### src/rtl/belief_measure_query_engine_top_defines.svh
// Assertion macros for the belief measure query engine.
// Used by the top level; expects aclk and aresetn in scope.
`ifndef BELIEF_MEASURE_QUERY_ENGINE_TOP_DEFINES_SVH
`define BELIEF_MEASURE_QUERY_ENGINE_TOP_DEFINES_SVH

// same-cycle implication
`define BMQE_CHECK_NOW(label, ante, cons, msg) \
    label: assert property (@(posedge aclk) disable iff (!aresetn) (ante) |-> (cons)) \
        else $error(msg);

// next-cycle implication
`define BMQE_CHECK_NEXT(label, ante, cons, msg) \
    label: assert property (@(posedge aclk) disable iff (!aresetn) (ante) |=> (cons)) \
        else $error(msg);

`endif

### src/rtl/bmqe_pkg.sv
`timescale 1ns / 1ps
// Shared types, codes and constants for the belief measure query engine.
// No dependencies.
package bmqe_pkg;

    localparam int Q15_W     = 16;
    localparam int CARD_W    = 6;   // cardinality of a set over up to 32 hypotheses
    localparam int X_W       = 21;  // mass * card, max 32768 * 32
    localparam int DIV_SHIFT = 22;
    localparam int RECIP_W   = 23;
    localparam int DRAIN_W   = 3;
    localparam int S_DATA_W  = 32;
    localparam int M_DATA_W  = 80;

    localparam logic [Q15_W-1:0]   ONE_Q15      = 16'd32768;
    localparam logic [DRAIN_W-1:0] DRAIN_CYCLES = 3'd5;  // read, stage B, three divide stages

    localparam logic [1:0] FUNC_CLEAR  = 2'd0;
    localparam logic [1:0] FUNC_APPEND = 2'd1;
    localparam logic [1:0] FUNC_QUERY  = 2'd2;

    typedef enum logic [2:0] {
        ST_IDLE,
        ST_DECODE,
        ST_WALK,
        ST_DRAIN,
        ST_OUT
    } state_t;

    function automatic logic [Q15_W-1:0] sat_add(input logic [Q15_W-1:0] a,
                                                 input logic [Q15_W-1:0] b);
        logic [Q15_W:0] s;
        s = {1'b0, a} + {1'b0, b};
        return (s > {1'b0, ONE_Q15}) ? ONE_Q15 : s[Q15_W-1:0];
    endfunction

    // floor(2^22 / c)
    function automatic logic [RECIP_W-1:0] recip(input logic [CARD_W-1:0] c);
        logic [RECIP_W-1:0] r;
        case (c)
            6'd1:    r = 23'd4194304;
            6'd2:    r = 23'd2097152;
            6'd3:    r = 23'd1398101;
            6'd4:    r = 23'd1048576;
            6'd5:    r = 23'd838860;
            6'd6:    r = 23'd699050;
            6'd7:    r = 23'd599186;
            6'd8:    r = 23'd524288;
            6'd9:    r = 23'd466033;
            6'd10:   r = 23'd419430;
            6'd11:   r = 23'd381300;
            6'd12:   r = 23'd349525;
            6'd13:   r = 23'd322638;
            6'd14:   r = 23'd299593;
            6'd15:   r = 23'd279620;
            6'd16:   r = 23'd262144;
            6'd17:   r = 23'd246723;
            6'd18:   r = 23'd233016;
            6'd19:   r = 23'd220752;
            6'd20:   r = 23'd209715;
            6'd21:   r = 23'd199728;
            6'd22:   r = 23'd190650;
            6'd23:   r = 23'd182361;
            6'd24:   r = 23'd174762;
            6'd25:   r = 23'd167772;
            6'd26:   r = 23'd161319;
            6'd27:   r = 23'd155344;
            6'd28:   r = 23'd149796;
            6'd29:   r = 23'd144631;
            6'd30:   r = 23'd139810;
            6'd31:   r = 23'd135300;
            6'd32:   r = 23'd131072;
            default: r = '0;
        endcase
        return r;
    endfunction

endpackage

### src/rtl/bmqe_focal_mem.sv
`timescale 1ns / 1ps
// Focal element store: one write port, one registered read port.
// No dependencies.
module bmqe_focal_mem #(
    parameter int DEPTH  = 64,
    parameter int DATA_W = 32,
    parameter int ADDR_W = 6
) (
    input  logic              aclk,
    input  logic              we,
    input  logic [ADDR_W-1:0] waddr,
    input  logic [DATA_W-1:0] wdata,
    input  logic              re,
    input  logic [ADDR_W-1:0] raddr,
    output logic [DATA_W-1:0] rdata
);

    logic [DATA_W-1:0] mem [0:DEPTH-1];
    logic [DATA_W-1:0] rdata_reg;

    always_ff @(posedge aclk) begin
        if (we) begin
            mem[waddr] <= wdata;
        end
    end

    always_ff @(posedge aclk) begin
        if (re) begin
            rdata_reg <= mem[raddr];
        end
    end

    assign rdata = rdata_reg;

endmodule

### src/rtl/bmqe_betp_div.sv
`timescale 1ns / 1ps
// Pignistic term unit: floor(mass * k / card), three pipelined stages.
// Depends on bmqe_pkg (reciprocal table, widths).
module bmqe_betp_div (
    input  logic                          aclk,
    input  logic                          aresetn,
    input  logic                          in_valid,
    input  logic [bmqe_pkg::Q15_W-1:0]    w,
    input  logic [bmqe_pkg::CARD_W-1:0]   k,
    input  logic [bmqe_pkg::CARD_W-1:0]   c,
    output logic                          out_valid,
    output logic [bmqe_pkg::Q15_W-1:0]    term
);

    localparam int X_W = bmqe_pkg::X_W;
    localparam int P_W = bmqe_pkg::X_W + bmqe_pkg::RECIP_W;

    logic                          v1_reg, v2_reg, v3_reg;
    logic [X_W-1:0]                x1_reg, x2_reg;
    logic [bmqe_pkg::CARD_W-1:0]   c1_reg, c2_reg;
    logic [P_W-1:0]                p2_reg;
    logic [bmqe_pkg::Q15_W-1:0]    term_reg;

    logic [X_W-1:0]                prod1;
    logic [P_W-1:0]                prod2;
    logic [bmqe_pkg::Q15_W-1:0]    q_est;
    logic [X_W-1:0]                qc;
    logic [X_W-1:0]                rem;
    logic [bmqe_pkg::Q15_W-1:0]    term_next;

    assign prod1 = X_W'(w) * X_W'(k);
    assign prod2 = P_W'(x1_reg) * P_W'(bmqe_pkg::recip(c1_reg));

    // estimate is exact or one low; one compare fixes it
    assign q_est     = p2_reg[bmqe_pkg::DIV_SHIFT +: bmqe_pkg::Q15_W];
    assign qc        = X_W'(q_est) * X_W'(c2_reg);
    assign rem       = x2_reg - qc;
    assign term_next = (rem >= X_W'(c2_reg)) ? q_est + 16'd1 : q_est;

    always_ff @(posedge aclk) begin
        if (!aresetn) begin
            v1_reg <= 1'b0;
            v2_reg <= 1'b0;
            v3_reg <= 1'b0;
        end else begin
            v1_reg <= in_valid;
            v2_reg <= v1_reg;
            v3_reg <= v2_reg;
        end
    end

    always_ff @(posedge aclk) begin
        x1_reg   <= prod1;
        c1_reg   <= c;
        p2_reg   <= prod2;
        x2_reg   <= x1_reg;
        c2_reg   <= c1_reg;
        term_reg <= term_next;
    end

    assign out_valid = v3_reg;
    assign term      = term_reg;

endmodule

### src/rtl/belief_measure_query_engine_top.sv
`timescale 1ns / 1ps
// Belief measure query engine top: sequencer, entry walk, sums, result register.
// Depends on bmqe_pkg, bmqe_focal_mem, bmqe_betp_div and the defines header.
`include "belief_measure_query_engine_top_defines.svh"

// One word at a time. Clear and append pass from accept through the decode and output
// states to the result register. A query walks the stored entries one per cycle through
// the single read port of the focal store, then drains a five-stage pipeline (store read,
// compare stage, three-stage pignistic divide) before its result is loaded.
// s_tready is low while a word is in work; a finished result waits in the
// output register while the next word is taken. Table capacity is MAX_FOCALS.
module belief_measure_query_engine_top #(
    parameter int FRAME_BITS = 16,
    parameter int MAX_FOCALS = 64
) (
    input  logic                            aclk,
    input  logic                            aresetn,
    input  logic                            s_tvalid,
    output logic                            s_tready,
    input  logic [bmqe_pkg::S_DATA_W-1:0]   s_tdata,   // set_mask[15:0], mass[31:16]
    input  logic [1:0]                      s_tuser,   // func[1:0]
    output logic                            m_tvalid,
    input  logic                            m_tready,
    output logic [bmqe_pkg::M_DATA_W-1:0]   m_tdata,   // mass_of_set, belief, plausibility,
                                                       // commonality, pignistic (16b each)
    output logic [0:0]                      m_tuser    // status
);

    localparam int IDX_W = (MAX_FOCALS > 1) ? $clog2(MAX_FOCALS) : 1;
    localparam int CNT_W = $clog2(MAX_FOCALS + 1);
    localparam int QW    = bmqe_pkg::Q15_W;
    localparam int CW    = bmqe_pkg::CARD_W;
    localparam int ENT_W = FRAME_BITS + QW;

    function automatic logic [CW-1:0] popcount(input logic [FRAME_BITS-1:0] v);
        logic [CW-1:0] n;
        n = '0;
        for (int i = 0; i < FRAME_BITS; i++) begin
            n = n + CW'(v[i]);
        end
        return n;
    endfunction

    bmqe_pkg::state_t state_reg, state_next;

    logic [1:0]              func_reg;
    logic [FRAME_BITS-1:0]   qset_reg;
    logic [QW-1:0]           mass_reg;
    logic [CNT_W-1:0]        count_reg, count_next;
    logic [CNT_W-1:0]        idx_reg, idx_next;
    logic [bmqe_pkg::DRAIN_W-1:0] drain_reg, drain_next;
    logic                    status_reg, status_next;

    logic                    s_accept;
    logic [31:0]             set_ext;
    logic                    tbl_full;
    logic                    mem_we;
    logic                    rd_en;
    logic                    acc_clr;
    logic                    out_load;
    logic [QW-1:0]           mass_sat;
    logic [ENT_W-1:0]        rd_data;
    logic                    rd_v_reg;

    logic [FRAME_BITS-1:0]   a_set;
    logic [QW-1:0]           a_w;

    logic                    b_v_reg, b_eq_reg, b_bel_reg, b_pl_reg, b_com_reg;
    logic [QW-1:0]           b_w_reg;
    logic [CW-1:0]           b_k_reg, b_ca_reg;
    logic [CW-1:0]           a_ca;

    logic                    found_reg;
    logic [QW-1:0]           mset_acc_reg, bel_acc_reg, pl_acc_reg, com_acc_reg, betp_acc_reg;

    logic                    div_v;
    logic [QW-1:0]           div_term;

    logic                    m_tvalid_reg;
    logic [bmqe_pkg::M_DATA_W-1:0] m_tdata_reg;
    logic                    m_tuser_reg;

    assign s_tready = (state_reg == bmqe_pkg::ST_IDLE);
    assign s_accept = s_tvalid && s_tready;
    assign set_ext  = {16'd0, s_tdata[15:0]};
    assign tbl_full = (count_reg >= CNT_W'(MAX_FOCALS));
    assign mass_sat = (mass_reg > bmqe_pkg::ONE_Q15) ? bmqe_pkg::ONE_Q15 : mass_reg;

    always_ff @(posedge aclk) begin
        if (s_accept) begin
            func_reg <= s_tuser;
            qset_reg <= set_ext[FRAME_BITS-1:0];
            mass_reg <= s_tdata[31:16];
        end
    end

    always_ff @(posedge aclk) begin
        if (!aresetn) begin
            state_reg  <= bmqe_pkg::ST_IDLE;
            count_reg  <= '0;
            idx_reg    <= '0;
            drain_reg  <= '0;
            status_reg <= 1'b0;
        end else begin
            state_reg  <= state_next;
            count_reg  <= count_next;
            idx_reg    <= idx_next;
            drain_reg  <= drain_next;
            status_reg <= status_next;
        end
    end

    always_comb begin
        state_next  = state_reg;
        count_next  = count_reg;
        idx_next    = idx_reg;
        drain_next  = drain_reg;
        status_next = status_reg;
        mem_we      = 1'b0;
        rd_en       = 1'b0;
        acc_clr     = 1'b0;
        out_load    = 1'b0;
        case (state_reg)
            bmqe_pkg::ST_IDLE: begin
                if (s_tvalid) begin
                    state_next = bmqe_pkg::ST_DECODE;
                end
            end
            bmqe_pkg::ST_DECODE: begin
                acc_clr     = 1'b1;
                status_next = 1'b0;
                idx_next    = '0;
                drain_next  = bmqe_pkg::DRAIN_CYCLES - 3'd1;
                case (func_reg)
                    bmqe_pkg::FUNC_CLEAR: begin
                        count_next = '0;
                        state_next = bmqe_pkg::ST_OUT;
                    end
                    bmqe_pkg::FUNC_APPEND: begin
                        if (tbl_full) begin
                            status_next = 1'b1;
                        end else begin
                            mem_we     = 1'b1;
                            count_next = count_reg + CNT_W'(1);
                        end
                        state_next = bmqe_pkg::ST_OUT;
                    end
                    bmqe_pkg::FUNC_QUERY: begin
                        state_next = (count_reg == '0) ? bmqe_pkg::ST_DRAIN
                                                       : bmqe_pkg::ST_WALK;
                    end
                    default: begin
                        state_next = bmqe_pkg::ST_OUT;
                    end
                endcase
            end
            bmqe_pkg::ST_WALK: begin
                rd_en    = 1'b1;
                idx_next = idx_reg + CNT_W'(1);
                if (idx_reg + CNT_W'(1) == count_reg) begin
                    state_next = bmqe_pkg::ST_DRAIN;
                end
            end
            bmqe_pkg::ST_DRAIN: begin
                if (drain_reg == '0) begin
                    state_next = bmqe_pkg::ST_OUT;
                end else begin
                    drain_next = drain_reg - 3'd1;
                end
            end
            bmqe_pkg::ST_OUT: begin
                if (!m_tvalid_reg || m_tready) begin
                    out_load   = 1'b1;
                    state_next = bmqe_pkg::ST_IDLE;
                end
            end
            default: begin
                state_next = bmqe_pkg::ST_IDLE;
            end
        endcase
    end

    bmqe_focal_mem #(
        .DEPTH  (MAX_FOCALS),
        .DATA_W (ENT_W),
        .ADDR_W (IDX_W)
    ) u_mem (
        .aclk  (aclk),
        .we    (mem_we),
        .waddr (count_reg[IDX_W-1:0]),
        .wdata ({qset_reg, mass_sat}),
        .re    (rd_en),
        .raddr (idx_reg[IDX_W-1:0]),
        .rdata (rd_data)
    );

    // stage A: set relations of the entry just read
    assign a_set = rd_data[ENT_W-1:QW];
    assign a_w   = rd_data[QW-1:0];
    assign a_ca  = popcount(a_set);

    always_ff @(posedge aclk) begin
        if (!aresetn) begin
            rd_v_reg <= 1'b0;
            b_v_reg  <= 1'b0;
        end else begin
            rd_v_reg <= rd_en;
            b_v_reg  <= rd_v_reg;
        end
    end

    always_ff @(posedge aclk) begin
        b_eq_reg  <= (a_set == qset_reg);
        b_bel_reg <= (a_set != '0) && ((a_set & ~qset_reg) == '0);
        b_pl_reg  <= ((a_set & qset_reg) != '0);
        b_com_reg <= ((qset_reg & ~a_set) == '0);
        b_w_reg   <= a_w;
        b_k_reg   <= popcount(a_set & qset_reg);
        b_ca_reg  <= a_ca;
    end

    bmqe_betp_div u_div (
        .aclk      (aclk),
        .aresetn   (aresetn),
        .in_valid  (b_v_reg && (b_ca_reg != '0)),
        .w         (b_w_reg),
        .k         (b_k_reg),
        .c         (b_ca_reg),
        .out_valid (div_v),
        .term      (div_term)
    );

    // running sums, saturating at one, and the mass of the first entry equal to the query set
    always_ff @(posedge aclk) begin
        if (acc_clr) begin
            found_reg    <= 1'b0;
            mset_acc_reg <= '0;
            bel_acc_reg  <= '0;
            pl_acc_reg   <= '0;
            com_acc_reg  <= '0;
        end else if (b_v_reg) begin
            if (b_eq_reg && !found_reg) begin
                found_reg    <= 1'b1;
                mset_acc_reg <= b_w_reg;
            end
            if (b_bel_reg) begin
                bel_acc_reg <= bmqe_pkg::sat_add(bel_acc_reg, b_w_reg);
            end
            if (b_pl_reg) begin
                pl_acc_reg <= bmqe_pkg::sat_add(pl_acc_reg, b_w_reg);
            end
            if (b_com_reg) begin
                com_acc_reg <= bmqe_pkg::sat_add(com_acc_reg, b_w_reg);
            end
        end
    end

    always_ff @(posedge aclk) begin
        if (acc_clr) begin
            betp_acc_reg <= '0;
        end else if (div_v) begin
            betp_acc_reg <= bmqe_pkg::sat_add(betp_acc_reg, div_term);
        end
    end

    always_ff @(posedge aclk) begin
        if (!aresetn) begin
            m_tvalid_reg <= 1'b0;
        end else if (out_load) begin
            m_tvalid_reg <= 1'b1;
        end else if (m_tready) begin
            m_tvalid_reg <= 1'b0;
        end
    end

    always_ff @(posedge aclk) begin
        if (out_load) begin
            m_tdata_reg <= {betp_acc_reg, com_acc_reg, pl_acc_reg, bel_acc_reg, mset_acc_reg};
            m_tuser_reg <= status_reg;
        end
    end

    assign m_tvalid   = m_tvalid_reg;
    assign m_tdata    = m_tdata_reg;
    assign m_tuser[0] = m_tuser_reg;

    `BMQE_CHECK_NOW(a_count_bound, 1'b1, count_reg <= CNT_W'(MAX_FOCALS), "count beyond depth")
    `BMQE_CHECK_NEXT(a_full_hold, (state_reg == bmqe_pkg::ST_DECODE) && (func_reg == bmqe_pkg::FUNC_APPEND) && tbl_full, (count_reg == $past(count_reg)) && status_reg, "refused append moved table")
    `BMQE_CHECK_NOW(a_pipe_idle, state_reg == bmqe_pkg::ST_IDLE, !rd_v_reg && !b_v_reg && !div_v, "walk pipeline busy while idle")
    `BMQE_CHECK_NEXT(a_out_post, out_load, m_tvalid_reg, "result word not posted")

endmodule

### config.mk
export PLATFORM = sky130hd
export DESIGN_NAME = belief_measure_query_engine_top
export DESIGN_NICKNAME = d
export VERILOG_FILES = /design/src/rtl/bmqe_pkg.sv /design/src/rtl/bmqe_focal_mem.sv /design/src/rtl/bmqe_betp_div.sv /design/src/rtl/belief_measure_query_engine_top.sv
export VERILOG_INCLUDE_DIRS = /design/src /design/src/rtl
export SDC_FILE = /design/constraint.sdc
export NUM_CORES = 2
export LEC_CHECK = 0
export BUFFER_PORTS_ARGS = -buffer_cell sky130_fd_sc_hd__buf_4
export CORE_MARGIN = 2
export CORE_UTILIZATION = 25
export CTS_CLUSTER_SIZE = 25
export DETAILED_ROUTE_END_ITERATION = 16
export HOLD_SLACK_MARGIN = 0.1
export PLACE_DENSITY = 0.48
export SLEW_MARGIN = 25
export SYNTH_ARGS = -nofsm -noshare
export SYNTH_HDL_FRONTEND = slang
export SYNTH_SLANG_ARGS = --single-unit
export TNS_END_PERCENT = 30
### constraint.sdc
create_clock -name aclk -period 6.4 [get_ports aclk]
set_input_delay 1.28 -clock aclk [delete_from_list [all_inputs] [get_ports aclk]]
set_output_delay 1.28 -clock aclk [all_outputs]
set_load 0.05 [all_outputs]
# == Yosys cells after proc, flatten, opt, wreduce, memory -nomap -nowiden ==
# Memory sizes are Yosys's and may differ from the RTL's. A register that Yosys moved wholly into a read port is not among the register bits.
# Cells that the tools add are included.
# word_totals
reg_bits,363
ramBits,2048
mem_bits_ro,1472
elab_cells,163
memories,2
# mem_list
name,depth,width,rd,rd_clocked_by_memory_dff,write_ports,line,text
u_mem.mem,64,32,1,1,1,bmqe_focal_mem.sv:18,logic [DATA_W-1:0] mem [0:DEPTH-1];
(name not given),64,23,1,1,0,bmqe_pkg.sv:40,case (c)
# op_classes
addsub,39
mul,3
order_cmp,7
eq_ne,14
muxes,31
bitwise,5
n_reduce_logical,27
# ops
cell,count
6-bit by 1-bit adder with 6-bit output,20
16-bit 2-to-1 mux,6
16-bit by 16-bit adder with 17-bit output,4
17-bit by 16-bit > comparator with 1-bit output (second input constant),4
16-bit bitwise AND,3
16-bit by 6-bit multiplier with 21-bit output,2
21-bit by 23-bit multiplier with 38-bit output,1
16-bit zero test,2
16-bit NOT,2
16-bit nonzero test,2
7-bit case mux with 2 select lines,2
21-bit by 6-bit greater-or-equal comparator with 1-bit output,1
21-bit subtractor,1
3-bit 2-to-1 mux,6
16-bit by 1-bit adder with 16-bit output (second input constant),1
16-bit equality test,1
16-bit > comparator (second input constant),1
3-bit case mux with 5 select lines,1
7-bit by 1-bit adder with 7-bit output (second input constant),2
1-bit 2-to-1 mux,14
5-bit by 1-bit adder with 6-bit output,2
2-bit inequality test (second input constant),6
4-bit by 1-bit adder with 5-bit output,2
2-bit AND reduction,5
23 further kinds,35

# == Longest topological paths before layout ==
# depth
word_depth,16
ltp_mapped,27
depth_no_buf,26

# == Modules after synthesis ==
# Synthesis repeated with hierarchy kept, for this count alone.
# unflattened
cells_unflattened,7109
hier_area_um2,115269.3
# by_module_without_submodules
mod,n_inst,cells_each,area_per_inst_um2,seq_area_each_um2
bmqe_focal_mem,1,3324,78835.6,62459.9
bmqe_betp_div,1,2679,24024.3,2242.2
belief_measure_query_engine_top,1,1106,12409.4,6155.9

# == Least setup slack after synthesis ==
# Ideal clock, no wire load.
# synth_path
kind,flip-flop to flip-flop
startpoint,register u_div.x1_reg[12]
endpoint,register u_div.p2_reg[37]
t_arrival_ps,6625
required_ps,6328
slack_ps,-297
path_stages_with_launch,26
n_path_buf,1
synth_period_minus_slack_ps,6697
cell_sequence,dfxtp_1 clkbuf_1 nand2_1 fa_1 inv_1 fa_1 inv_1 fa_1 inv_1 fa_1 fa_1 fa_1 inv_1 fa_1 inv_1 ha_1 or4_1 a221oi_1 and4b_1 o21ai_1 a41oi_2 a211oi_1 o2111ai_1 nand4b_1 a21oi_1 xnor2_1
# synth_via
elab_chain_cells,1
# synth_lines
item,line,text
start: declaration,bmqe_betp_div.sv:19,"logic [X_W-1:0] x1_reg, x2_reg;"
start signal: assignment,bmqe_betp_div.sv:53,x1_reg <= prod1;
21-bit by 23-bit multiplier with 38-bit output,bmqe_betp_div.sv:32,assign prod2 = P_W'(x1_reg) * P_W'(bmqe_pkg::recip(c1_reg));
net u_div.prod2[37],bmqe_betp_div.sv:25,logic [P_W-1:0] prod2;
end signal: assignment,bmqe_betp_div.sv:55,p2_reg <= prod2;
end: declaration,bmqe_betp_div.sv:21,logic [P_W-1:0] p2_reg;
# The timed path passes the listed nets, and every way through them passes these cells.
# A chain may end at the register's enable or synchronous reset.

==> flow_summary.toml <==
[run_status]
status = "complete, but fails checks"
violations = "negative setup slack"

[setup_path]
worstSetupPathDepth = 20
crit_family = "adder cells"
cpMostUsedCell = "fa_1"
cp_slowest_cell = "fa_1"
r2r_cells = 20
worstPathArrival_ns = 7.30
r2r_end = "u_div.p2_reg[37]"
startpoint_type = "flop"
end_kind = "flop"
critPathMaxStageDelay_ns = 0.57
path_cells = "buf_4, and2_1, fa_1, fa_1, fa_1, fa_1, fa_1, fa_1, fa_1, ha_2, or4_4, a221oi_4, and4b_1, o21ai_2, a41oi_2, a211oi_4, o2111ai_2, nand4b_1, a21oi_2, xnor2_1"
required_ns = 7.09
crit_fanout = 15
crit_type = "reg -> reg"
crit_buf_inv = 1
r2r_setup_slack_ns = -0.21

[detailed_routing]
drc_errors = 0
wl_met3_mm = 17.4
via_per_inst = 4.52
drtAntennaViolNets = 0
drt_iter0_drc = 5431
wl_mm = 329
met1_length_mm = 146
drt-wirelength-per-cell_microns = 24.3
top_layer = "met5"
wl_met2_mm = 159
vias = 61300
dr.pass1.iters = 8

[yosys]
synth-async-reset-ratio_pct = 0
ys_seq_area_share_pct = 61.7
netlist.area_leader.share_pct = 57.5
synthCells = 6792
synth_area_sq_mm = 0.115
synthTopCellsByArea = "edfxtp_1, mux4_2, fa_1"
synth_commonest_cells = "edfxtp_1, mux4_2, inv_1"
synth_largest_area_cell = "edfxtp_1"
avgSynthCellArea_sq_um = 16.9
synth_edf_count = 2195
syn_nets = 7683
ys_types = 84
ys_warn_count = 0
synth_flop_cell = "edfxtp_1"
synth.most_common_cell = "edfxtp_1"
synth_seq_cells = 2440

[grt]
first_global_vias = 64500
grt_usage_pct = 14.0
grt_max_degree = 104
grt_pass1_wl_mm = 472
overflow = 0
antenna_found_initial = 32

[place]
hpwl_mm = 212
pre_cts_ws_ns = -0.598
io_buffers = 120
place.gp.congestion = 0.816

[cells_and_area]
drive_gt1_share_pct = 23.0
fin_nets = 8098
fillCellCount = 44900
largest_register_ffs = 2048
post-route-util_pct = 29.6
area_growth_pct = 17.7

[timing]
fin_crit_ns = 6.61
hold_viol = 0
grt_setup_unrepaired = "yes"
slew_headroom_pct = 24.0
holdWs_ns = 0.341
fmax_mhz = 151
setup_ws_ns = -0.212
drv_slew = 0
setup_viol = 10
min_period_over_period_pct = 103
fin_skew_ns = 0.0705
tightest_slew_ns = 1.14

[floorplan]
num_rows = 248
initial_utilization_pct = 25.1
die_x_microns = 681
ios = 121
coreArea_sq_mm = 0.456
die_y_microns = 681
die_area_sq_mm = 0.464

[clock_network]
clock_latency_ns = 0.88
cts_buffers = 271
cts_root_buf = "clkbuf_16"
clockBufferDepth = 4
cts.sinks = 2440
cts-htree-levels = 5
cts_tree = "done"
path_clk_slew_ns = 0.06

[hold_path]
holdPathStages = 0
hold_path_class = "reg -> reg"
hp-start = "u_mem.rdata[13]"
min_to = "b_w_reg[13]"

[flow_run]
drv_cap = 0
cells by family (layout without fill, tap and decap cells):
kind of cell	Yosys count	count (layout)	share of synthesized area (%)
DFF	2440	2440	61.7
muxes	695	695	13.3
buffers and inverters	959	1579	3.16
xor gates and xnor gates	127	127	0.982
AOI/OAI and AO/OA	464	464	2.70
and+or+nand+nor	1254	1254	5.51
other	0	9	0
adders and majority gates	853	853	12.6
what timing repair did:
| action | in CTS | in global routing |
|---|---|---|
| setup endpoints to repair | 14 | 15 |
| hold buffers | 0 | 0 |
| pin swaps | 40 | 28 |
| gates resized for setup | 71 | 20 |
| buffers inserted | 12 | 0 |
worst register-to-register path: stages, from the launching register on:
cell       delay [ns]
dfxtp_1          0.32
buf_4            0.21
and2_1           0.19
fa_1             0.57
fa_1             0.44
fa_1             0.48
fa_1             0.55
fa_1             0.44
fa_1             0.55
fa_1             0.47
ha_2             0.22
or4_4            0.49
a221oi_4         0.21
and4b_1          0.24
o21ai_2          0.09
a41oi_2          0.25
a211oi_4         0.13
o2111ai_2        0.22
nand4b_1         0.18
a21oi_2          0.17
xnor2_1          0.08
layer usage:
layer / vias up / GRT usage, %
li1: 26200 / -
met1: 33100 / 19.3
met2: 1571 / 23.3
met3: 404 / 2.02
met4: 8 / 2.84
met5: - / 0
through the flow:
step	instance area, sq um	setup TNS [ns]	cells
2_1_floorplan	115000	-0.00967	6792
3_3_place_gp	125000	-5.80	13000
3_5_place_dp	126000	-5.78	13000
4_1_cts	135000	-1.88	13500
5_1_grt	135000	-3.95	13500
6_report	135000	-1.03	13500
cell usage in the layout, fill, tap and decap left out, types with 36 or more instances in the layout:
| master | n |
|---|---|
| edfxtp_1 | 2195 |
| nand3_1 | 40 |
| nand2_1 | 425 |
| buf_4 | 401 |
| o21ai_0 | 70 |
| xor2_1 | 36 |
| clkbuf_1 | 38 |
| nor3_1 | 47 |
| mux4_2 | 658 |
| nor2_1 | 104 |
| nor2_4 | 67 |
| clkbuf_16 | 279 |
| clkinv_2 | 43 |
| clkinv_1 | 46 |
| xnor2_1 | 90 |
| ha_1 | 340 |
| a22o_1 | 38 |
| a21oi_1 | 111 |
| fa_1 | 491 |
| inv_1 | 648 |
| a21o_1 | 40 |
| dfxtp_1 | 217 |
| and2_1 | 356 |
cell type report:
type	instances	area [sq um]	share of cell area (%)
Clock inverter	154	1730	1.28
Timing Repair Buffer	448	3920	2.90
Tap cell	6125	7660	5.68
Sequential cell	2440	70900	52.5
Clock buffer	324	7220	5.35
Multi-Input combinational cell	3393	41100	30.4
Inverter	653	2450	1.82
Antenna cell	9	22.5	0.0167
worst max-delay path by stage:
stage | startpoint | endpoint | slack (ns)
after CTS | u_div.x1_reg[6] | u_div.p2_reg[37] | -0.33
after detailed placement | u_div.x1_reg[4] | u_div.p2_reg[31] | -0.60
final | flop | u_div.p2_reg[37] | -0.21
after floorplan | u_div.x1_reg[10] | u_div.p2_reg[37] | -0.01
after global placement | u_div.x1_reg[3] | u_div.p2_reg[37] | -0.63
after global routing | flop | u_div.p2_reg[37] | -0.47
Power is left out: the tool's default activity adds up to more than one toggle a clock period on the data nets, which glitch-free logic cannot reach.
